### config.mk
export PLATFORM = sky130hd
export DESIGN_NAME = bfsc_ram
export DESIGN_NICKNAME = d
export VERILOG_FILES = /design/src/hw/rtl/assert_macros.svh /design/src/hw/rtl/bfsc_pkg.sv /design/src/hw/rtl/bfsc_ram.sv
export SDC_FILE = /design/constraint.sdc
export NUM_CORES = 2
export LEC_CHECK = 0
export BUFFER_PORTS_ARGS = -buffer_cell sky130_fd_sc_hd__buf_2
export CORE_ASPECT_RATIO = 1.25
export CORE_UTILIZATION = 45
export CTS_CLUSTER_SIZE = 12
export DETAILED_ROUTE_END_ITERATION = 10
export PLACE_DENSITY = 0.62
export SLEW_MARGIN = 20
export SYNTH_ARGS = -nofsm -noshare
export SYNTH_HDL_FRONTEND = slang
export SYNTH_SLANG_ARGS = --single-unit
### constraint.sdc
create_clock -name clk -period 13.5 [get_ports clk]
set_input_delay 0.675 -clock clk [delete_from_list [all_inputs] [get_ports clk]]
set_output_delay 0.675 -clock clk [all_outputs]
set_load 0.005 [all_outputs]
### src/hw/rtl/assert_macros.svh
// Assertion macros for the RTL of the bitmap block, included by the engine.
`ifndef ASSERT_MACROS_SVH
`define ASSERT_MACROS_SVH

// Check a property on every rising edge, held off while reset is low.
`define ASSERT_IMPL(lbl, clk, rst_n, prop, msg) \
  lbl: assert property (@(posedge clk) disable iff (!rst_n) prop) \
    else $error(msg);

// Check that a condition never holds on a rising edge outside reset.
`define ASSERT_NEVER(lbl, clk, rst_n, cond, msg) \
  lbl: assert property (@(posedge clk) disable iff (!rst_n) !(cond)) \
    else $error(msg);

`endif

### src/hw/rtl/bfsc_pkg.sv
// Package of the bitmap block: field widths, opcodes and the bit-position encoder.
`default_nettype none

package bfsc_pkg;

  // Field widths
  localparam int OPC_W  = 3;
  localparam int IDX_W  = 12;
  localparam int FI_W   = 13;
  localparam int WORD_W = 64;
  localparam int OFS_W  = 6;
  localparam int WN_W   = FI_W - OFS_W;

  // Default bitmap size and reset value of the bits-in-use register
  localparam int BITS_DEFAULT = 4096;
  localparam logic [FI_W-1:0] LIMIT_RESET = 13'd4096;

  // Opcodes
  localparam logic [OPC_W-1:0] OP_SET  = 3'd0;
  localparam logic [OPC_W-1:0] OP_CLR  = 3'd1;
  localparam logic [OPC_W-1:0] OP_TEST = 3'd2;
  localparam logic [OPC_W-1:0] OP_FZ   = 3'd3;
  localparam logic [OPC_W-1:0] OP_FS   = 3'd4;

  // Position of the lowest set bit of a word (0 when the word is zero)
  function automatic logic [OFS_W-1:0] lowest_set(input logic [WORD_W-1:0] x);
    logic [WORD_W-1:0] oh;
    logic [OFS_W-1:0]  p;
    oh = x & (~x + 64'd1);
    p  = '0;
    for (int i = 0; i < WORD_W; i++) begin
      p = p | (oh[i] ? OFS_W'(i) : '0);
    end
    return p;
  endfunction

endpackage

`default_nettype wire

### src/hw/rtl/bfsc_ram.sv
// Bitmap word memory: one write port, one read port with registered data.
`default_nettype none

module bfsc_ram #(
  parameter int DEPTH = 64,
  parameter int AW    = 6
) (
  input  wire logic                          clk,
  input  wire logic                          we,
  input  wire logic [AW-1:0]                 wa,
  input  wire logic [bfsc_pkg::WORD_W-1:0]   wd,
  input  wire logic                          re,
  input  wire logic [AW-1:0]                 ra,
  output logic      [bfsc_pkg::WORD_W-1:0]   rd
);

  logic [bfsc_pkg::WORD_W-1:0] mem [DEPTH];
  logic [bfsc_pkg::WORD_W-1:0] rd_r;

  // Write the addressed word
  always_ff @(posedge clk) begin
    if (we) begin
      mem[wa] <= wd;
    end
  end

  // Register the read word
  always_ff @(posedge clk) begin
    if (re) begin
      rd_r <= mem[ra];
    end
  end

  assign rd = rd_r;

endmodule

`default_nettype wire

==> flow_summary.yaml <==
die:
  die-area_sq_um: 351200
  die-height_microns: 662.4
  rows: 242
  initial_core_util_pct: 45.20
  ioPinCount: 143
  dieWidth_microns: 530.3
  coreArea_sq_um: 347300
logic_synthesis:
  syn_inst: 6598
  synth_edf_count: 4160
  ys_warn_count: 0
  syn_area_sq_um: 157000
  synthFlopType: "edfxtp_1"
  avgSynthCellArea_sq_um: 23.79
  synth-seq-cells: 4160
  synth_nets: 6677
  synthArstFlopShare_pct: 0
  synth.distinct_cells: 32
  yosysSeqAreaShare_pct: 79.57
timing:
  whs_ps: 222.7
  relSlewSlack_pct: 17.79
  min_period_over_period_pct: 35.86
  timing.fmax_mhz: 206.6
  finalCriticalPeriod_ps: 4841
  slew_violations: 0
  setup_viol_count_final: 0
  worst_slew_pin_slew_ps: 1233
  fin_skew_ps: 81.97
  rsz0062_at_grt: "no"
  fin_tns_setup_ps: 0
  finalHoldViolations: 0
cells_and_area:
  fin_cells: 11790
  finalNetCount: 7062
  syn2layout_area_growth_pct: 11.68
  multiInputGateArea_sq_um: 30780
  drive_above_1_share_pct: 26.90
  regArea_sq_um: 124900
  fin_area_sq_um: 175300
  fill_cells: 27030
worst_setup_path:
  startpoint_type: "input pin"
  worstPathArrival_ps: 5490
  cp.required_ps: 14140
  cp-end-kind: "flip-flop"
  crit_fanout: 95
  critPathKind: "input pin to flip-flop"
pwr:
  power_frac_comb_pct: 4.6
  power_density_nw_per_um2: 146.3
  ir_drop_mv: 0.1161
  swShare_pct: 20.78
  pwr-share-seq_pct: 56.1
  p_leak_nw: 53.84
  p_int_mw: 20.32
  p_clk_share_pct: 39.4
  p_switching_mw: 5.331
drt:
  drtPass1Iterations: 5
  num_vias: 75770
  antenna_left: 0
  wl_per_cell_microns: 37.17
  viasPerCell: 6.425
  wl_microns: 438400
  drt_iter0_drc: 10120
  post-route-drc-count: 0
cts:
  cts-buffers-inserted: 405
  path_clk_slew_ps: 60
  cts_tree: "built"
  cts_root_buffer: "clkbuf_16"
  htreeDepth: 5
  clkLatencyLatePin_ps: 950
  hold_buffers: 0
  cts-resized-gates: 0
  cts.sinks: 4160
  cts_setup_buffers: 0
  cts_buffer_depth: 4
min_path:
  hp-class: "input pin to flip-flop"
global_route:
  grt_pass1_wl_microns: 608600
  top_usage_layer: "met2"
  use_met3_pct: 3.540
  globalRouteOverflowTotal: 0
  grt_usage_pct: 25.07
  antenna_found_initial: 46
  grt_use_met2_pct: 41.56
  use_met1_pct: 34.37
  grt_pass1_vias: 76220
  grt_start_max_net_pins: 136
place:
  hpwlAfterDp_microns: 227800
  port_buffers: 142
  postPlaceCellArea_sq_um: 164000
  place_congestion: 0.7915
  dp.cells: 11210
run_status:
  status: "completed"
run:
  maxCapViolations: 0
[power by group through the flow]
stage	logic [mW]	registers (mW)	clock network (mW)
final	1.17	14.4	10.1
after global routing	1.24	14.4	10.7
after CTS	1.18	14.4	10.2
after detailed placement	1.18	14.7	0
after global placement	1.16	14.7	0
after floorplan	0.666	14.6	0
[path summary, 6_finish.rpt]
kind / endpoint / start / slack (ps) / depth (start not counted)
max reg2reg: rd[63] / mem[11][63] / 11240 / 5
min: mem[62][50] / wd[50] / 220 / 1
max: rd[46] / ra[2] / 8660 / 10
min reg2reg: rd[2] / mem[38][2] / 900 / 4
[worst max-delay path: stages]
cell	delay (ps)
buf_8	700
buf_4	530
buf_4	670
buf_4	700
buf_4	750
mux4_2	410
nor2b_1	150
a211oi_1	320
o22ai_1	140
and3_1	160
[layer usage]
| layer | share of wire [%] | wire [microns] | vias up |
|---|---|---|---|
| met5 | 0.012 | 53 | - |
| met4 | 3.3 | 14510 | 10 |
| met3 | 8.7 | 38240 | 744 |
| met2 | 50 | 219600 | 4100 |
| met1 | 38 | 166000 | 41770 |
| li1 | - | - | 29150 |
[synth_stat cells, types with 58 or more instances]
library cell  count  area (sq um)
edfxtp_1       4160        124900
mux4_2         1024         23060
buf_2           170         850.8
a22oi_1         168          1261
clkbuf_1        140         525.5
mux2i_1         135          1351
nor2_1          112         420.4
a22o_1           88         770.7
o22ai_1          83         519.3
and3_1           64         400.4
a211oi_1         63         473.0
nand2_1          58         217.7
[kinds of logic (layout without fill, tap and decap cells)]
family,Yosys count,in the layout,synth area share (%)
AO/OA/AOI/OAI,504,504,2.467
multiplexers,1159,1159,15.55
other,0,29,0
AND/OR/NAND/NOR,386,386,1.235
flip-flops,4160,4160,79.57
buffers and inverters,389,920,1.176
[through the flow]
step / total power [mW] / util [%] / worst slack, ps
2_1_floorplan: 15.29 / - / 7389
3_3_place_gp: 15.81 / 47.22 / 7882
3_5_place_dp: 15.84 / 47.23 / 7845
4_1_cts: 25.79 / 50.43 / 8801
5_1_grt: 26.30 / 50.47 / 8570
6_report: 25.65 / 50.48 / 8659
[registers in the layout (all words and copies together) (netlist names)]
| register | flops |
|---|---|
| mem | 4096 |
| rd | 64 |
[placed cells by master, fill, tap and decap left out, types with 3 or more instances in the layout]
cell type / Yosys / layout
mux2i_1: 135 / 135
or2_2: 28 / 28
a22o_1: 88 / 88
inv_1: 19 / 19
nand2b_1: 11 / 9
buf_2: 170 / 130
clkinv_1: 0 / 41
clkinv_2: 0 / 8
nor2_4: 0 / 65
nand2_1: 58 / 55
and3_1: 64 / 64
buf_4: 34 / 196
inv_6: 0 / 6
a22oi_1: 168 / 168
edfxtp_1: 4160 / 4160
nor2b_4: 0 / 3
buf_12: 0 / 16
a2bb2oi_1: 19 / 19
a31oi_1: 18 / 18
clkbuf_16: 0 / 417
o22ai_1: 83 / 83
clkbuf_1: 140 / 73
a211oi_1: 63 / 63
o221ai_1: 38 / 38
a41oi_1: 26 / 26
diode_2: 0 / 29
nor2b_1: 28 / 24
or3_1: 29 / 29
nand3_1: 45 / 45
nor2_1: 112 / 47
mux4_2: 1024 / 1024
[layout make-up]
type                            count  share of cell area [%]
Sequential cell                  4160                   71.25
Clock buffer                      490                   6.108
Inverter                           19                 0.04068
Antenna cell                       29                 0.04139
Timing Repair Buffer              348                   1.454
Multi-Input combinational cell   2049                   17.56
Tap cell                         4636                   3.308
Clock inverter                     63                  0.2441
(Power assumes the default switching activity.)
