==> src/hw/rtl/assert_macros.svh <==
// Assertion macros for the RTL of the bitmap block, included by the engine.
`ifndef ASSERT_MACROS_SVH
`define ASSERT_MACROS_SVH

// Check a property on every rising edge, held off while reset is low.
`define ASSERT_IMPL(lbl, clk, rst_n, prop, msg) \
  lbl: assert property (@(posedge clk) disable iff (!rst_n) prop) \
    else $error(msg);

// Check that a condition never holds on a rising edge outside reset.
`define ASSERT_NEVER(lbl, clk, rst_n, cond, msg) \
  lbl: assert property (@(posedge clk) disable iff (!rst_n) !(cond)) \
    else $error(msg);

`endif

==> src/hw/rtl/bfsc_pkg.sv <==
// Package of the bitmap block: field widths, opcodes and the bit-position encoder.
`default_nettype none

package bfsc_pkg;

  // Field widths
  localparam int OPC_W  = 3;
  localparam int IDX_W  = 12;
  localparam int FI_W   = 13;
  localparam int WORD_W = 64;
  localparam int OFS_W  = 6;
  localparam int WN_W   = FI_W - OFS_W;

  // Default bitmap size and reset value of the bits-in-use register
  localparam int BITS_DEFAULT = 4096;
  localparam logic [FI_W-1:0] LIMIT_RESET = 13'd4096;

  // Opcodes
  localparam logic [OPC_W-1:0] OP_SET  = 3'd0;
  localparam logic [OPC_W-1:0] OP_CLR  = 3'd1;
  localparam logic [OPC_W-1:0] OP_TEST = 3'd2;
  localparam logic [OPC_W-1:0] OP_FZ   = 3'd3;
  localparam logic [OPC_W-1:0] OP_FS   = 3'd4;

  // Position of the lowest set bit of a word (0 when the word is zero)
  function automatic logic [OFS_W-1:0] lowest_set(input logic [WORD_W-1:0] x);
    logic [WORD_W-1:0] oh;
    logic [OFS_W-1:0]  p;
    oh = x & (~x + 64'd1);
    p  = '0;
    for (int i = 0; i < WORD_W; i++) begin
      p = p | (oh[i] ? OFS_W'(i) : '0);
    end
    return p;
  endfunction

endpackage

`default_nettype wire

==> src/hw/rtl/bfsc_ifs.sv <==
// Request and response channel interfaces of the bitmap block.
`default_nettype none

interface bfsc_req_if;
  logic                        valid;
  logic                        ready;
  logic [bfsc_pkg::OPC_W-1:0]  opcode;
  logic [bfsc_pkg::IDX_W-1:0]  bit_index;

  modport source (output valid, output opcode, output bit_index, input ready);
  modport sink   (input valid, input opcode, input bit_index, output ready);
endinterface

interface bfsc_rsp_if;
  logic                        valid;
  logic                        ready;
  logic                        old_bit;
  logic [bfsc_pkg::FI_W-1:0]   found_index;
  logic                        found;

  modport source (output valid, output old_bit, output found_index, output found,
                  input ready);
  modport sink   (input valid, input old_bit, input found_index, input found,
                  output ready);
endinterface

`default_nettype wire

==> src/hw/rtl/bfsc_engine.sv <==
// Request sequencer: clearing sweep, read-modify-write of one bit, word-wise search.
`default_nettype none
`include "assert_macros.svh"

module bfsc_engine #(
  parameter int BITMAP_BITS = bfsc_pkg::BITS_DEFAULT,
  parameter int WORD_COUNT  = (BITMAP_BITS + bfsc_pkg::WORD_W - 1) / bfsc_pkg::WORD_W,
  parameter int AW          = (WORD_COUNT > 1) ? $clog2(WORD_COUNT) : 1
) (
  input  wire logic                          clk,
  input  wire logic                          rst_n,
  bfsc_req_if.sink                           in_req,
  bfsc_rsp_if.source                         out_rsp,
  input  wire logic [bfsc_pkg::FI_W-1:0]     bits_in_use,
  output logic                               mem_we,
  output logic      [AW-1:0]                 mem_wa,
  output logic      [bfsc_pkg::WORD_W-1:0]   mem_wd,
  output logic                               mem_re,
  output logic      [AW-1:0]                 mem_ra,
  input  wire logic [bfsc_pkg::WORD_W-1:0]   mem_rd
);

  localparam int FI_W   = bfsc_pkg::FI_W;
  localparam int OFS_W  = bfsc_pkg::OFS_W;
  localparam int WN_W   = bfsc_pkg::WN_W;
  localparam int WORD_W = bfsc_pkg::WORD_W;
  localparam int IDX_W  = bfsc_pkg::IDX_W;

  localparam logic [AW-1:0] CLR_LAST = AW'(WORD_COUNT - 1);

  // State codes
  localparam logic [2:0] ST_CLEAR = 3'd0;
  localparam logic [2:0] ST_IDLE  = 3'd1;
  localparam logic [2:0] ST_RMW   = 3'd2;
  localparam logic [2:0] ST_SCAN  = 3'd3;
  localparam logic [2:0] ST_HOLD  = 3'd4;

  logic [2:0]                   state_r, state_nxt;
  logic [AW-1:0]                clr_cnt_r;
  logic [bfsc_pkg::OPC_W-1:0]   op_r;
  logic [OFS_W-1:0]             off_r;
  logic [FI_W-1:0]              limit_r;
  logic [WN_W-1:0]              last_w_r;
  logic [WN_W-1:0]              scan_w_r;
  logic                         first_r;
  logic                         want_r;

  logic                         out_valid_r;
  logic                         out_old_r;
  logic [FI_W-1:0]              out_idx_r;
  logic                         out_found_r;
  logic                         hold_old_r;
  logic [FI_W-1:0]              hold_idx_r;
  logic                         hold_found_r;

  logic                         in_acc;
  logic                         out_free;
  logic [FI_W-1:0]              limit;
  logic [FI_W-1:0]              limit_m1;
  logic                         idx_ok;
  logic                         start_ok;
  logic                         cap_en;
  logic                         scan_adv;
  logic                         done;
  logic                         d_old;
  logic [FI_W-1:0]              d_idx;
  logic                         d_found;
  logic [WORD_W-1:0]            bit_mask;
  logic [WORD_W-1:0]            cand;
  logic                         hit;
  logic [FI_W-1:0]              pos;

  // Handshake
  assign in_req.ready = (state_r == ST_IDLE);
  assign in_acc       = in_req.valid && in_req.ready;
  assign out_free     = !out_valid_r || out_rsp.ready;

  // Saturate the search limit to the bitmap size
  assign limit    = (32'(bits_in_use) < BITMAP_BITS) ? bits_in_use : FI_W'(BITMAP_BITS);
  assign limit_m1 = limit - FI_W'(1);
  assign idx_ok   = 32'(in_req.bit_index) < BITMAP_BITS;
  assign start_ok = {1'b0, in_req.bit_index} < limit;

  // Search candidates in the word just read
  assign bit_mask = {{(WORD_W-1){1'b0}}, 1'b1} << off_r;
  assign cand     = (want_r ? mem_rd : ~mem_rd) & (first_r ? ({WORD_W{1'b1}} << off_r)
                                                           : {WORD_W{1'b1}});
  assign hit      = |cand;
  assign pos      = {scan_w_r, bfsc_pkg::lowest_set(cand)};

  // Sequence the current request
  always_comb begin
    state_nxt = state_r;
    mem_we    = 1'b0;
    mem_wa    = '0;
    mem_wd    = '0;
    mem_re    = 1'b0;
    mem_ra    = '0;
    cap_en    = 1'b0;
    scan_adv  = 1'b0;
    done      = 1'b0;
    d_old     = 1'b0;
    d_idx     = '0;
    d_found   = 1'b0;
    unique case (state_r)
      ST_CLEAR: begin
        mem_we = 1'b1;
        mem_wa = clr_cnt_r;
        if (clr_cnt_r == CLR_LAST) begin
          state_nxt = ST_IDLE;
        end
      end
      ST_IDLE: begin
        if (in_acc) begin
          cap_en = 1'b1;
          unique case (in_req.opcode) inside
            bfsc_pkg::OP_SET, bfsc_pkg::OP_CLR, bfsc_pkg::OP_TEST: begin
              if (idx_ok) begin
                mem_re    = 1'b1;
                mem_ra    = AW'(in_req.bit_index[IDX_W-1:OFS_W]);
                state_nxt = ST_RMW;
              end else begin
                done = 1'b1;
              end
            end
            bfsc_pkg::OP_FZ, bfsc_pkg::OP_FS: begin
              if (start_ok) begin
                mem_re    = 1'b1;
                mem_ra    = AW'(in_req.bit_index[IDX_W-1:OFS_W]);
                state_nxt = ST_SCAN;
              end else begin
                done  = 1'b1;
                d_idx = limit;
              end
            end
            default: begin
              done = 1'b1;
            end
          endcase
        end
      end
      ST_RMW: begin
        done   = 1'b1;
        d_old  = mem_rd[off_r];
        mem_wa = AW'(scan_w_r);
        if (op_r == bfsc_pkg::OP_SET) begin
          mem_we = 1'b1;
          mem_wd = mem_rd | bit_mask;
        end else if (op_r == bfsc_pkg::OP_CLR) begin
          mem_we = 1'b1;
          mem_wd = mem_rd & ~bit_mask;
        end
      end
      ST_SCAN: begin
        if (hit) begin
          done    = 1'b1;
          d_found = pos < limit_r;
          d_idx   = d_found ? pos : limit_r;
        end else if (scan_w_r == last_w_r) begin
          done  = 1'b1;
          d_idx = limit_r;
        end else begin
          scan_adv = 1'b1;
          mem_re   = 1'b1;
          mem_ra   = AW'(scan_w_r + WN_W'(1));
        end
      end
      ST_HOLD: begin
        if (out_free) begin
          state_nxt = ST_IDLE;
        end
      end
      default: begin
        state_nxt = ST_IDLE;
      end
    endcase
    if (done) begin
      state_nxt = out_free ? ST_IDLE : ST_HOLD;
    end
  end

  // Advance control state
  always_ff @(posedge clk) begin
    if (!rst_n) begin
      state_r   <= ST_CLEAR;
      clr_cnt_r <= '0;
    end else begin
      state_r <= state_nxt;
      if (state_r == ST_CLEAR) begin
        clr_cnt_r <= clr_cnt_r + AW'(1);
      end
    end
  end

  // Capture the request and step the scan word
  always_ff @(posedge clk) begin
    if (cap_en) begin
      op_r     <= in_req.opcode;
      off_r    <= in_req.bit_index[OFS_W-1:0];
      limit_r  <= limit;
      last_w_r <= limit_m1[FI_W-1:OFS_W];
      scan_w_r <= WN_W'(in_req.bit_index[IDX_W-1:OFS_W]);
      first_r  <= 1'b1;
      want_r   <= (in_req.opcode == bfsc_pkg::OP_FS);
    end else if (scan_adv) begin
      scan_w_r <= scan_w_r + WN_W'(1);
      first_r  <= 1'b0;
    end
  end

  // Hold a finished result while the output register is occupied
  always_ff @(posedge clk) begin
    if (done && !out_free) begin
      hold_old_r   <= d_old;
      hold_idx_r   <= d_idx;
      hold_found_r <= d_found;
    end
  end

  // Output register
  always_ff @(posedge clk) begin
    if (!rst_n) begin
      out_valid_r <= 1'b0;
    end else if (state_r == ST_HOLD && out_free) begin
      out_valid_r <= 1'b1;
    end else if (done && out_free) begin
      out_valid_r <= 1'b1;
    end else if (out_rsp.ready) begin
      out_valid_r <= 1'b0;
    end
  end

  always_ff @(posedge clk) begin
    if (state_r == ST_HOLD && out_free) begin
      out_old_r   <= hold_old_r;
      out_idx_r   <= hold_idx_r;
      out_found_r <= hold_found_r;
    end else if (done && out_free) begin
      out_old_r   <= d_old;
      out_idx_r   <= d_idx;
      out_found_r <= d_found;
    end
  end

  assign out_rsp.valid       = out_valid_r;
  assign out_rsp.old_bit     = out_old_r;
  assign out_rsp.found_index = out_idx_r;
  assign out_rsp.found       = out_found_r;

  // Checks
  `ASSERT_IMPL(a_found_below_limit, clk, rst_n,
               out_valid_r && out_found_r |-> (out_idx_r < limit_r),
               "found index at or past the search limit")
  `ASSERT_NEVER(a_scan_in_range, clk, rst_n,
                (state_r == ST_SCAN) && (scan_w_r > last_w_r),
                "scan ran past the last word")
  `ASSERT_IMPL(a_request_progress, clk, rst_n,
               in_acc |=> (state_r != ST_IDLE) || out_valid_r,
               "accepted request left no result")

endmodule

`default_nettype wire
==> src/flat_wrapper.sv <==
// flat-port wrapper written by rule: the top's interface ports become plain ports
module bfsc_engine_flat 
#(
  parameter int BITMAP_BITS = bfsc_pkg::BITS_DEFAULT,
  parameter int WORD_COUNT  = (BITMAP_BITS + bfsc_pkg::WORD_W - 1) / bfsc_pkg::WORD_W,
  parameter int AW          = (WORD_COUNT > 1) ? $clog2(WORD_COUNT) : 1
)
  (clk, rst_n, bits_in_use, mem_we, mem_wa, mem_wd, mem_re, mem_ra, mem_rd, in_req_valid, in_req_opcode, in_req_bit_index, in_req_ready, out_rsp_valid, out_rsp_old_bit, out_rsp_found_index, out_rsp_found, out_rsp_ready);
  bfsc_req_if in_req_i ();
  bfsc_rsp_if out_rsp_i ();
  input  wire logic clk;
  input  wire logic rst_n;
  input  wire logic [bfsc_pkg::FI_W-1:0] bits_in_use;
  output logic mem_we;
  output logic      [AW-1:0] mem_wa;
  output logic      [bfsc_pkg::WORD_W-1:0] mem_wd;
  output logic mem_re;
  output logic      [AW-1:0] mem_ra;
  input  wire logic [bfsc_pkg::WORD_W-1:0] mem_rd;
  input wire logic [$bits(in_req_i.valid)-1:0] in_req_valid;
  input wire logic [$bits(in_req_i.opcode)-1:0] in_req_opcode;
  input wire logic [$bits(in_req_i.bit_index)-1:0] in_req_bit_index;
  output wire logic [$bits(in_req_i.ready)-1:0] in_req_ready;
  output wire logic [$bits(out_rsp_i.valid)-1:0] out_rsp_valid;
  output wire logic [$bits(out_rsp_i.old_bit)-1:0] out_rsp_old_bit;
  output wire logic [$bits(out_rsp_i.found_index)-1:0] out_rsp_found_index;
  output wire logic [$bits(out_rsp_i.found)-1:0] out_rsp_found;
  input wire logic [$bits(out_rsp_i.ready)-1:0] out_rsp_ready;
  assign in_req_i.valid = in_req_valid;
  assign in_req_i.opcode = in_req_opcode;
  assign in_req_i.bit_index = in_req_bit_index;
  assign in_req_ready = in_req_i.ready;
  assign out_rsp_valid = out_rsp_i.valid;
  assign out_rsp_old_bit = out_rsp_i.old_bit;
  assign out_rsp_found_index = out_rsp_i.found_index;
  assign out_rsp_found = out_rsp_i.found;
  assign out_rsp_i.ready = out_rsp_ready;
  bfsc_engine #(.BITMAP_BITS(BITMAP_BITS), .WORD_COUNT(WORD_COUNT), .AW(AW)) u_core (.clk(clk), .rst_n(rst_n), .in_req(in_req_i), .out_rsp(out_rsp_i), .bits_in_use(bits_in_use), .mem_we(mem_we), .mem_wa(mem_wa), .mem_wd(mem_wd), .mem_re(mem_re), .mem_ra(mem_ra), .mem_rd(mem_rd));
endmodule
==> config.mk <==
export PLATFORM = sky130hd
export DESIGN_NAME = bfsc_engine_flat
export DESIGN_NICKNAME = d
export VERILOG_FILES = /design/src/hw/rtl/bfsc_pkg.sv /design/src/hw/rtl/bfsc_ifs.sv /design/src/hw/rtl/bfsc_engine.sv /design/src/flat_wrapper.sv
export VERILOG_INCLUDE_DIRS = /design/src /design/src/hw/rtl
export SDC_FILE = /design/constraint.sdc
export NUM_CORES = 1
export LEC_CHECK = 0
export BUFFER_PORTS_ARGS = -buffer_cell sky130_fd_sc_hd__buf_2
export CORE_MARGIN = 2
export CORE_UTILIZATION = 50
export DETAILED_ROUTE_END_ITERATION = 6
export GPL_ROUTABILITY_DRIVEN = 0
export HOLD_SLACK_MARGIN = 0.12
export MAX_ROUTING_LAYER = met4
export PLACE_DENSITY = 0.72
export SLEW_MARGIN = 10
export SYNTH_ARGS = -nofsm -noshare
export SYNTH_HDL_FRONTEND = slang
export SYNTH_SLANG_ARGS = --single-unit
export TNS_END_PERCENT = 50
==> constraint.sdc <==
create_clock -name clk -period 7.6 [get_ports clk]
set_clock_uncertainty 0.15 [all_clocks]
set_input_delay 1.14 -clock clk [delete_from_list [all_inputs] [get_ports clk]]
set_output_delay 1.14 -clock clk [all_outputs]
set_load 0.01 [all_outputs]
==> flow_summary.ini, run 1 <==
[sta]
fin_ws_ns = 1.014
setup_tns_ns = 0
worst_pin_slew_ns = 1.171
slew-limit-headroom = 0.2195
fmax_mhz = 151.8
report.final.slew_viol_count = 0
final-setup-viol-count = 0
post-route-min-period_ns = 6.586
rsz0062_at_grt = false
hold_viol = 0
period_share = 0.8666

[global_route]
grt_pass1_wl_um = 52320
grt_antenna_before_repair = 0
grt_max_degree = 66
grt_overflow = 0
grt_pass1_vias = 9653
grt_util_all_layers = 0.3335

[synth]
avgSynthCellArea_um2 = 7.929
synth_top_area_cell = edfxtp_1
yosysMostFrequentCell = nor2_1
synth_common_cells = nor2_1 (185), nand2_1 (102), a211oi_1 (78)
synth-seq-cells = 78
synth_warnings = 0
async_reset_ff_frac = 0
synth_cell_type_count = 96
syn-instance-count = 1227
synth-edff-count = 66
syn-num-nets = 1348
synthTopCellsByArea = edfxtp_1 (20%), nor2_1 (7.1%), a211oi_1 (6.0%), mux4_2 (4.9%), xnor2_1 (4.4%)
ys.flop_type = edfxtp_1
synth_top_area_share = 0.2037
synth-seq-area-share = 0.2284
netlist_area_mm2 = 0.009729

[pwr]
seqPwrFrac = 0.382
power.switching_uw = 423.2
power_density_mw_per_mm2 = 118.9
p_sw_frac = 0.3239
clock_power_share = 0.329
power.leakage_nw = 4.385
p_int_uw = 883.4
p_comb_frac = 0.289
ir_drop_mv = 0.1643

[cells_and_area]
nets = 1484
antenna_cells = 0
drive_above_1_share = 0.2215
seqCellArea_mm2 = 0.002222
finalNonFillerCells = 1633
multi_input_area_mm2 = 0.006850
syn_to_final_growth_pct = 12.96
fillerInstances = 1862
fin_area_mm2 = 0.01099

[clock_network]
htreeDepth = 3
cts_hold_buf = 0
cts_tree = yes
ctsResizeCount = 0
cts_max_path_buffers = 2
numCtsBuffers = 9
cts_root_buf = clkbuf_16
clk_latency_ns = 0.34
cts.sink_count = 78
clk_pin_slew_worst_paths_ns = 0.06
cts_setup_buffers = 0

[drt]
viasPerCell = 6.454
drt-wirelength-per-cell_um = 20.84
drt-total-wl_um = 34040
drtIter0Drc = 1079
ant_nets = 0
first_pass_iters = 6
drcViolationCount = 0
vias = 10540

[place]
port_buffers = 190
placed_cells = 1617
place_ws_ns = 1.156
dpl_cell_area_mm2 = 0.01069
place_hpwl_um = 26000

[critical_path]
path_max_fanout = 33
slowest_stage = nor4_1
cp.required_ns = 7.52
critPathMaxStageDelay_ns = 0.72
r2r-start = u_core.off_r[2]
critPathArrivalTime_ns = 6.50
critPathKind = flip-flop to flip-flop
crit_top_cell = a21o_1
path_cells = buf_4 > nor4_1 > and3_1 > or3_1 > nor4bb_1 > buf_4 > nand4_4 > a21oi_1 > a311o_1 > nor3_1 > nand4_1 > ha_1 > a21o_1 > a21o_1 > a21o_1 > a21o_1 > a21oi_1 > o21ai_0 > or4_1 > a21oi_4 > buf_4 > mux2i_1 > o211ai_1
rrSetupSlack_ns = 1.01
crit_buf_inv = 3
cp-end-kind = flip-flop
rr_endpoint = u_core.out_rsp.found_index[10]
path_delay_family = simple AND/OR/NAND/NOR gates
cp-start-kind = flip-flop
worst-r2r-cell-count = 23

[worst_hold_path]
hp-class = flip-flop to flip-flop
worstHoldEndpoint = u_core.out_rsp.found
min_from = u_core.hold_found_r
hold_depth = 1

[floorplanning]
die_x_um = 143.5
rows = 51
die_h_um = 143.5
start_util = 0.5049
fp.coreArea_mm2 = 0.01927
die-area_mm2 = 0.02059
ios = 191

[status]
status = finished clean

[job]
max-cap-violations = 0
==> flip-flops by register name, indices dropped and copies added (netlist names), 3 cells and up <==
| register | count |
|---|---|
| u_core.clr_cnt_r | 6 |
| u_core.state_r | 3 |
| u_core.scan_w_r | 7 |
| u_core.last_w_r | 7 |
| u_core.limit_r | 13 |
| u_core.off_r | 6 |
| u_core.op_r | 3 |
| u_core.hold_idx_r | 13 |
| u_core.out_rsp.found_index | 13 |
==> power by group through the flow <==
stage / clock network, mW / logic, mW / registers [mW]
2_1_floorplan: 0 / 0.248 / 0.499
3_3_place_gp: 0 / 0.362 / 0.508
3_5_place_dp: 0 / 0.365 / 0.508
4_1_cts: 0.434 / 0.368 / 0.499
5_1_grt: 0.450 / 0.408 / 0.501
6_report: 0.430 / 0.377 / 0.499
==> stage by stage <==
step / utilization / hold WS (ns) / total power, mW
global route: 0.5703 / 0.3982 / 1.359
detailed placement: 0.5547 / 0.3576 / 0.8733
finish: 0.5703 / 0.3675 / 1.307
floorplan: - / 0.3267 / 0.7471
global placement: 0.5547 / 0.3535 / 0.8696
CTS: 0.5703 / 0.3727 / 1.301
==> logic make-up after synthesis <==
kind of cell,count (synthesis),share of synthesized area
adder cells (fa/ha/maj),25,0.03215
flip-flops,78,0.2284
multiplexers,44,0.07343
buffers and inverters,125,0.06764
XOR/XNOR,73,0.06571
AND/OR/NAND/NOR,562,0.2955
AO/OA/AOI/OAI,320,0.2371
==> layout make-up <==
type / instances / share of cell area
Multi-Input combinational cell: 1024 / 0.6233
Sequential cell: 78 / 0.2022
Timing Repair Buffer: 216 / 0.1054
Tap cell: 265 / 0.03017
Clock buffer: 10 / 0.02083
Inverter: 34 / 0.01161
Clock inverter: 6 / 0.006489
==> cells in the final DEF (no fill, tap or decap), types with 7 or more instances in the layout <==
cell type and n:
inv_1 33, o31ai_1 10, or3_1 11, nand3_1 40
a21o_1 19, or2_2 10, xor2_1 24, o21ai_0 37
a211oi_1 78, o211ai_1 28, nor3_1 48, nand3b_1 14
edfxtp_1 66, a31oi_1 11, nor3b_1 7, and3_1 14
nand2_1 102, nor4_1 17, mux2i_1 17, clkbuf_16 9
nor2b_1 21, ha_1 25, and2_1 14, mux4_2 21
nor2_1 185, a21oi_1 49, buf_4 25, nand4_1 19
nand2b_1 21, buf_2 190, o21ai_1 11, xnor2_1 49
dfxtp_1 12
==> layer usage <==
metal	share of wire	GRT usage
met1	0.39	0.4172
met3	0.092	0.04798
met5	0	-
met4	0.051	0.1584
met2	0.46	0.5328
==> worst max-delay path by stage <==
| stage | from | end | depth (start not counted) |
|---|---|---|---|
| 2_1_floorplan | mem_rd[4] | u_core.out_rsp.found_index[4] | 22 |
| 3_3_place_gp | mem_rd[41] | u_core.out_rsp.found_index[8] | 22 |
| 3_5_place_dp | mem_rd[41] | u_core.out_rsp.found_index[6] | 22 |
| 4_1_cts | u_core.off_r[2] | u_core.out_rsp.found_index[6] | 23 |
| 5_1_grt | u_core.first_r | u_core.out_rsp.found_index[6] | 18 |
| 6_report | u_core.off_r[2] | u_core.out_rsp.found_index[10] | 23 |
Power figures use the tool's default switching activity.
==> run 2, diff against run 1 <==
--- a/config.mk
+++ b/config.mk
@@ -7,13 +7,13 @@
 export NUM_CORES = 1
 export LEC_CHECK = 0
 export BUFFER_PORTS_ARGS = -buffer_cell sky130_fd_sc_hd__buf_2
-export CORE_MARGIN = 2
 export CORE_UTILIZATION = 50
 export DETAILED_ROUTE_END_ITERATION = 6
 export GPL_ROUTABILITY_DRIVEN = 0
 export HOLD_SLACK_MARGIN = 0.12
 export MAX_ROUTING_LAYER = met4
 export PLACE_DENSITY = 0.72
+export RECOVER_POWER = 25
 export SLEW_MARGIN = 10
 export SYNTH_ARGS = -nofsm -noshare
 export SYNTH_HDL_FRONTEND = slang
==> run 2 against run 1 <==
Effect of this change:
- the run now ends with capacitance limit, slew limit left
- total power is 0.69% higher
- sequential power hardly changed
- sequential share of layout area increased by 0.078 points
- first-iteration DRC count increased by 17%
- worst setup slack got worse by 0.25 ns
- clock-buffer cell count did not move
- sequential cell count is the same
- combinational power decreased by 2%
- final cell count decreased by 0.31%
- cell area down 0.39%
- largest cell class unchanged
- largest power group unchanged
==> flow_summary.ini, run 2 (synthesis gave the netlist of run 1 again) <==
[sta]
hold_viol = 0
slew-limit-headroom = -0.3381
final-setup-viol-count = 0
report.final.slew_viol_count = 39
fmax_mhz = 146.3
post-route-min-period_ns = 6.836
period_share = 0.8994
setup_tns_ns = 0
rsz0062_at_grt = false
worst_pin_slew_ns = 2.007

[critical_path]
path_max_fanout = 22
path_cells = buf_4 > nand3_2 > o211ai_1 > nand3b_1 > nor4_2 > o21ai_0 > nor4_1 > nor3_1 > nand4_1 > ha_1 > a21o_1 > a21o_1 > a21oi_1 > nor2_1 > or4_1 > a21oi_4 > mux2_4 > a221o_1
slowest_stage = nor4_2
crit_top_cell = a21o_1
rrSetupSlack_ns = 0.76
cp.required_ns = 7.54
worst-r2r-cell-count = 18
critPathArrivalTime_ns = 6.78
cp-end-kind = flip-flop
r2r-start = u_core.off_r[0]
cp-start-kind = flip-flop
rr_endpoint = u_core.out_rsp.found_index[4]
critPathKind = flip-flop to flip-flop
critPathMaxStageDelay_ns = 0.74

[clock_network]
clk_pin_slew_worst_paths_ns = 0.05
clk_latency_ns = 0.34
cts_root_buf = clkbuf_16
cts_hold_buf = 0
cts_max_path_buffers = 2
cts_tree = yes
cts_setup_buffers = 0
cts.sink_count = 78
ctsResizeCount = 0
numCtsBuffers = 9
htreeDepth = 3

[pwr]
clock_power_share = 0.340
seqPwrFrac = 0.380
p_sw_frac = 0.3091
power.leakage_nw = 4.301
p_int_uw = 909.0
p_comb_frac = 0.279
power_density_mw_per_mm2 = 120.2
ir_drop_mv = 0.1373
power.switching_uw = 406.7

[place]
placed_cells = 1611
place_hpwl_um = 25250
port_buffers = 190

[global_route]
grt_util_all_layers = 0.3342
grt_antenna_before_repair = 1
gr-usage-met2 = 0.5104
grt.busiest_layer = met2
grt_max_degree = 99
grt_pass1_vias = 9608
grt_pass1_wl_um = 50830
grt_overflow = 0
met3_usage = 0.04792
grtUsageMet1 = 0.4530

[drt]
viasPerCell = 6.461
vias = 10520
ant_nets = 0
drt-total-wl_um = 32660
first_pass_iters = 5
drt-wirelength-per-cell_um = 20.06
drtIter0Drc = 1258
drcViolationCount = 0

[floorplanning]
die_h_um = 141.5
rows = 50
die-area_mm2 = 0.02002
start_util = 0.5150
ios = 191
fp.coreArea_mm2 = 0.01889
die_x_um = 141.5

[cells_and_area]
fillerInstances = 1816
drive_above_1_share = 0.1990
layout_common_cells = nor2_1 (185), buf_2 (164), nand2_1 (102)
nets = 1483
finalNonFillerCells = 1628
syn_to_final_growth_pct = 12.53
layout_commonest_cell = nor2_1

[worst_hold_path]
min_from = u_core.hold_found_r
worstHoldEndpoint = u_core.out_rsp.found
hold_depth = 1
hp-class = flip-flop to flip-flop

[status]
status = finished, violations left
violations = capacitance limit, slew limit

[job]
max-cap-violations = 1
-- run 2: cell count changes in the layout (fill, tap and decap cells not counted), sizes merged --
| cell | previous run | this run |
|---|---|---|
| clkinv | 2 | 4 |
| clkbuf | 10 | 37 |
| inv | 35 | 34 |
| clkinvlp | 2 | 0 |
| buf | 216 | 188 |
| bufinv | 1 | 2 |
| diode | 0 | 1 |
-- run 2: how the worst max path moves through the flow --
stage,from,to,slack (ns),cells past startpoint
floorplan,mem_rd[4],u_core.out_rsp.found_index[4],1.93,22
global placement,u_core.off_r[0],u_core.out_rsp.found_index[4],1.21,18
detailed placement,u_core.off_r[0],u_core.out_rsp.found_index[4],0.98,18
CTS,u_core.off_r[0],u_core.out_rsp.found_index[4],0.96,18
global route,u_core.off_r[0],u_core.out_rsp.found_index[4],0.47,18
finish,u_core.off_r[0],u_core.out_rsp.found_index[4],0.76,18
-- run 2: critical path, delay by kind of cell, from the launching register on --
kind / cells / cell delay, ns
simple gates: 8 / 2.71
compound gates: 7 / 2.10
flops: 1 / 0.63
fa+ha+maj: 1 / 0.25
buf+inv: 1 / 0.39
mux: 1 / 0.35
-- run 2: power groups by stage --
stage / combinational (mW) / clock, mW / sequential [mW]
global route: 0.399 / 0.473 / 0.502
detailed placement: 0.360 / 0 / 0.508
CTS: 0.363 / 0.456 / 0.499
global placement: 0.355 / 0 / 0.508
finish: 0.368 / 0.448 / 0.500
floorplan: 0.248 / 0 / 0.499
-- run 2: area by class of cell --
| type | count | area, um2 | share of cell area |
|---|---|---|---|
| multi-input cells | 1024 | 6850 | 0.6257 |
| flip-flops and latches | 78 | 2222 | 0.2030 |
| repair buffers | 215 | 1115 | 0.1018 |
| well taps | 260 | 325.3 | 0.02971 |
| clock buffers | 10 | 229.0 | 0.02091 |
| inverters | 34 | 127.6 | 0.01166 |
| clock inverters | 6 | 76.32 | 0.006971 |
| diodes | 1 | 2.502 | 0.0002286 |
-- run 2: layer usage --
layer	wire length (um)	vias to the layer above	share of wire
li1	-	4898	-
met4	954	0	0.029
met2	14740	566	0.45
met5	0	-	0
met3	3094	85	0.095
met1	13880	4970	0.42
-- run 2: through the flow --
| step | area [um2] | util | total power [mW] | setup slack [ns] | hold WS (ns) |
|---|---|---|---|---|---|
| global route | 10950 | 0.5795 | 1.374 | 0.4725 | 0.3957 |
| CTS | 10980 | 0.5813 | 1.318 | 0.9580 | 0.3746 |
| finish | 10950 | 0.5795 | 1.316 | 0.7642 | 0.3719 |
| global placement | 10680 | 0.5651 | 0.8627 | 1.213 | 0.3458 |
| detailed placement | 10680 | 0.5651 | 0.8682 | 0.9751 | 0.3549 |
| floorplan | 9729 | - | 0.7471 | 1.926 | 0.3267 |
==> run 3, diff against run 2 <==
--- a/config.mk
+++ b/config.mk
@@ -7,12 +7,12 @@
 export NUM_CORES = 1
 export LEC_CHECK = 0
 export BUFFER_PORTS_ARGS = -buffer_cell sky130_fd_sc_hd__buf_2
-export CORE_UTILIZATION = 50
+export CORE_UTILIZATION = 45
 export DETAILED_ROUTE_END_ITERATION = 6
 export GPL_ROUTABILITY_DRIVEN = 0
 export HOLD_SLACK_MARGIN = 0.12
 export MAX_ROUTING_LAYER = met4
-export PLACE_DENSITY = 0.72
+export PLACE_DENSITY = 0.78
 export RECOVER_POWER = 25
 export SLEW_MARGIN = 10
 export SYNTH_ARGS = -nofsm -noshare
==> run 3 against run 2 <==
Effect of this change:
- the run ends with DRC, capacitance limit, slew limit left
- cell area fell by 0.15%
- maximum frequency fell by 0.31%
- worst setup slack got worse by 0.021 ns
- critical path depth fell by 1
- wire length rose by 0.56%
- utilization fell by 6.1 points
- register-to-register slack got worse by 0.02 ns
- clock-buffer cell count fell by 1
- first-iteration DRC count rose by 23%
- sequential share of layout area barely moved
- clock power fell by 9.2%
- critical endpoint unchanged
- largest cell class unchanged
==> flow_summary.ini, run 3 (synthesis gave the netlist of run 1 again) <==
[pwr]
power.leakage_nw = 4.276
ir_drop_mv = 0.1097
power_density_mw_per_mm2 = 117.1

[critical_path]
cp-end-kind = flip-flop
critPathMaxStageDelay_ns = 0.95
cp.required_ns = 7.54
worst-r2r-cell-count = 17
crit_buf_inv = 0
path_cells = nand3_2 > o211ai_1 > nand3b_1 > nor4_2 > o21ai_0 > nor4_1 > nor3_1 > nand4_1 > ha_1 > a21o_1 > a21o_1 > a21oi_1 > nor2_1 > or4_1 > a21oi_4 > mux2_4 > a221o_1
critPathArrivalTime_ns = 6.79
slowest_stage = edfxtp_1
r2r-start = u_core.off_r[0]
path_max_fanout = 23
rrSetupSlack_ns = 0.74
cp_num_cells = 17
cp-start-kind = flip-flop
crit_top_cell = a21o_1
critPathKind = flip-flop to flip-flop
rr_endpoint = u_core.out_rsp.found_index[4]
path_delay_family = simple AND/OR/NAND/NOR gates

[sta]
post-route-min-period_ns = 6.857
final-setup-viol-count = 0
rsz0062_at_grt = false
slew-limit-headroom = -0.2825
report.final.slew_viol_count = 36
period_share = 0.9023
worst_pin_slew_ns = 1.924
hold_viol = 0
fmax_mhz = 145.8
setup_tns_ns = 0

[clock_network]
clk_pin_slew_worst_paths_ns = 0.07
cts_setup_buffers = 0
clk_latency_ns = 0.34
cts_max_path_buffers = 2
cts_root_buf = clkbuf_16
cts.sink_count = 78
cts_hold_buf = 0
htreeDepth = 3
numCtsBuffers = 9
cts_tree = yes
ctsResizeCount = 0

[drt]
first_pass_iters = 7
drcViolationCount = 2
viasPerCell = 6.532
ant_nets = 0
vias = 10710
drt-wirelength-per-cell_um = 20.03
drtIter0Drc = 1551
drt-total-wl_um = 32840

[worst_hold_path]
worstHoldEndpoint = u_core.out_rsp.found
min_from = u_core.hold_found_r
hp-class = flip-flop to flip-flop
hold_depth = 1

[cells_and_area]
nets = 1480
multi_input_area_mm2 = 0.006850
layout_commonest_cell = nor2_1
fillerInstances = 1991
layout_common_cells = nor2_1 (185), buf_2 (164), nand2_1 (102)
seqCellArea_mm2 = 0.002222
drive_above_1_share = 0.2001
syn_to_final_growth_pct = 12.36
final_util = 0.5184

[floorplanning]
rows = 53
ios = 191
start_util = 0.4614
die_x_um = 149.0
fp.coreArea_mm2 = 0.02109
die_h_um = 149.0
die-area_mm2 = 0.02221

[global_route]
grtUsageMet1 = 0.3836
grt_pass1_wl_um = 51410
grt_util_all_layers = 0.2998
gr-usage-met2 = 0.4670
grt_antenna_before_repair = 1
grt_pass1_vias = 9793
grt.busiest_layer = met2
grt_overflow = 0
grt_max_degree = 99
met3_usage = 0.05810

[place]
port_buffers = 190
place_hpwl_um = 25020

[job]
max-cap-violations = 1

[status]
violations = DRC, capacitance limit, slew limit
status = finished, violations left
==> run 3: cell count changes in the layout (fill, tap and decap cells not counted), moves of 2 or more <==
cell | previous run | this run
and2_1 | 10 | 12
clkinv_1 | 3 | 0
clkinvlp_4 | 0 | 2
inv_6 | 0 | 3
bufinv_16 | 2 | 0
buf_4 | 23 | 19
and2_0 | 5 | 3
==> run 3: through the flow <==
stage | cells | worst slack [ns] | cell area [um2] | total power, mW | hold slack (ns)
after floorplan | 1227 | 1.926 | 9729 | 0.7471 | 0.3267
after global placement | 1623 | 1.020 | 10690 | 0.8641 | 0.3471
final | 1640 | 0.7427 | 10930 | 1.280 | 0.3716
after detailed placement | 1623 | 0.9882 | 10690 | 0.8699 | 0.3594
after global routing | 1640 | 0.3648 | 10930 | 1.330 | 0.3786
after CTS | 1639 | 0.9701 | 10970 | 1.273 | 0.3723
==> run 3: worst max path at each step <==
stage                                          endpoint  slack [ns]       startpoint
after floorplan           u_core.out_rsp.found_index[4]        1.93        mem_rd[4]
after global placement    u_core.out_rsp.found_index[4]        1.02  u_core.off_r[0]
after detailed placement  u_core.out_rsp.found_index[4]        0.99  u_core.off_r[2]
after CTS                 u_core.out_rsp.found_index[4]        0.97  u_core.off_r[0]
after global routing      u_core.out_rsp.found_index[4]        0.36  u_core.off_r[0]
final                     u_core.out_rsp.found_index[4]        0.74  u_core.off_r[0]
==> run 3: area by class of cell <==
type                    count  share of cell area
clock inverters             7            0.005036
flip-flops and latches     78              0.2033
inverters                  34             0.01167
repair buffers            212              0.1011
clock buffers               9             0.02060
diodes                      1           0.0002289
well taps                 275             0.03148
multi-input cells        1024              0.6266
==> run 3: report_power, final <==
| group | internal [mW] | switching (mW) |
|---|---|---|
| combinational | 0.144 | 0.228 |
| sequential | 0.481 | 0.0202 |
| clock | 0.225 | 0.182 |
==> run 3: per-layer routing <==
layer	wire length [um]	vias to the layer above	part of all wire
li1	-	4872	-
met1	12810	4893	0.39
met2	14810	764	0.45
met3	3745	184	0.11
met4	1479	0	0.045
met5	0	-	0
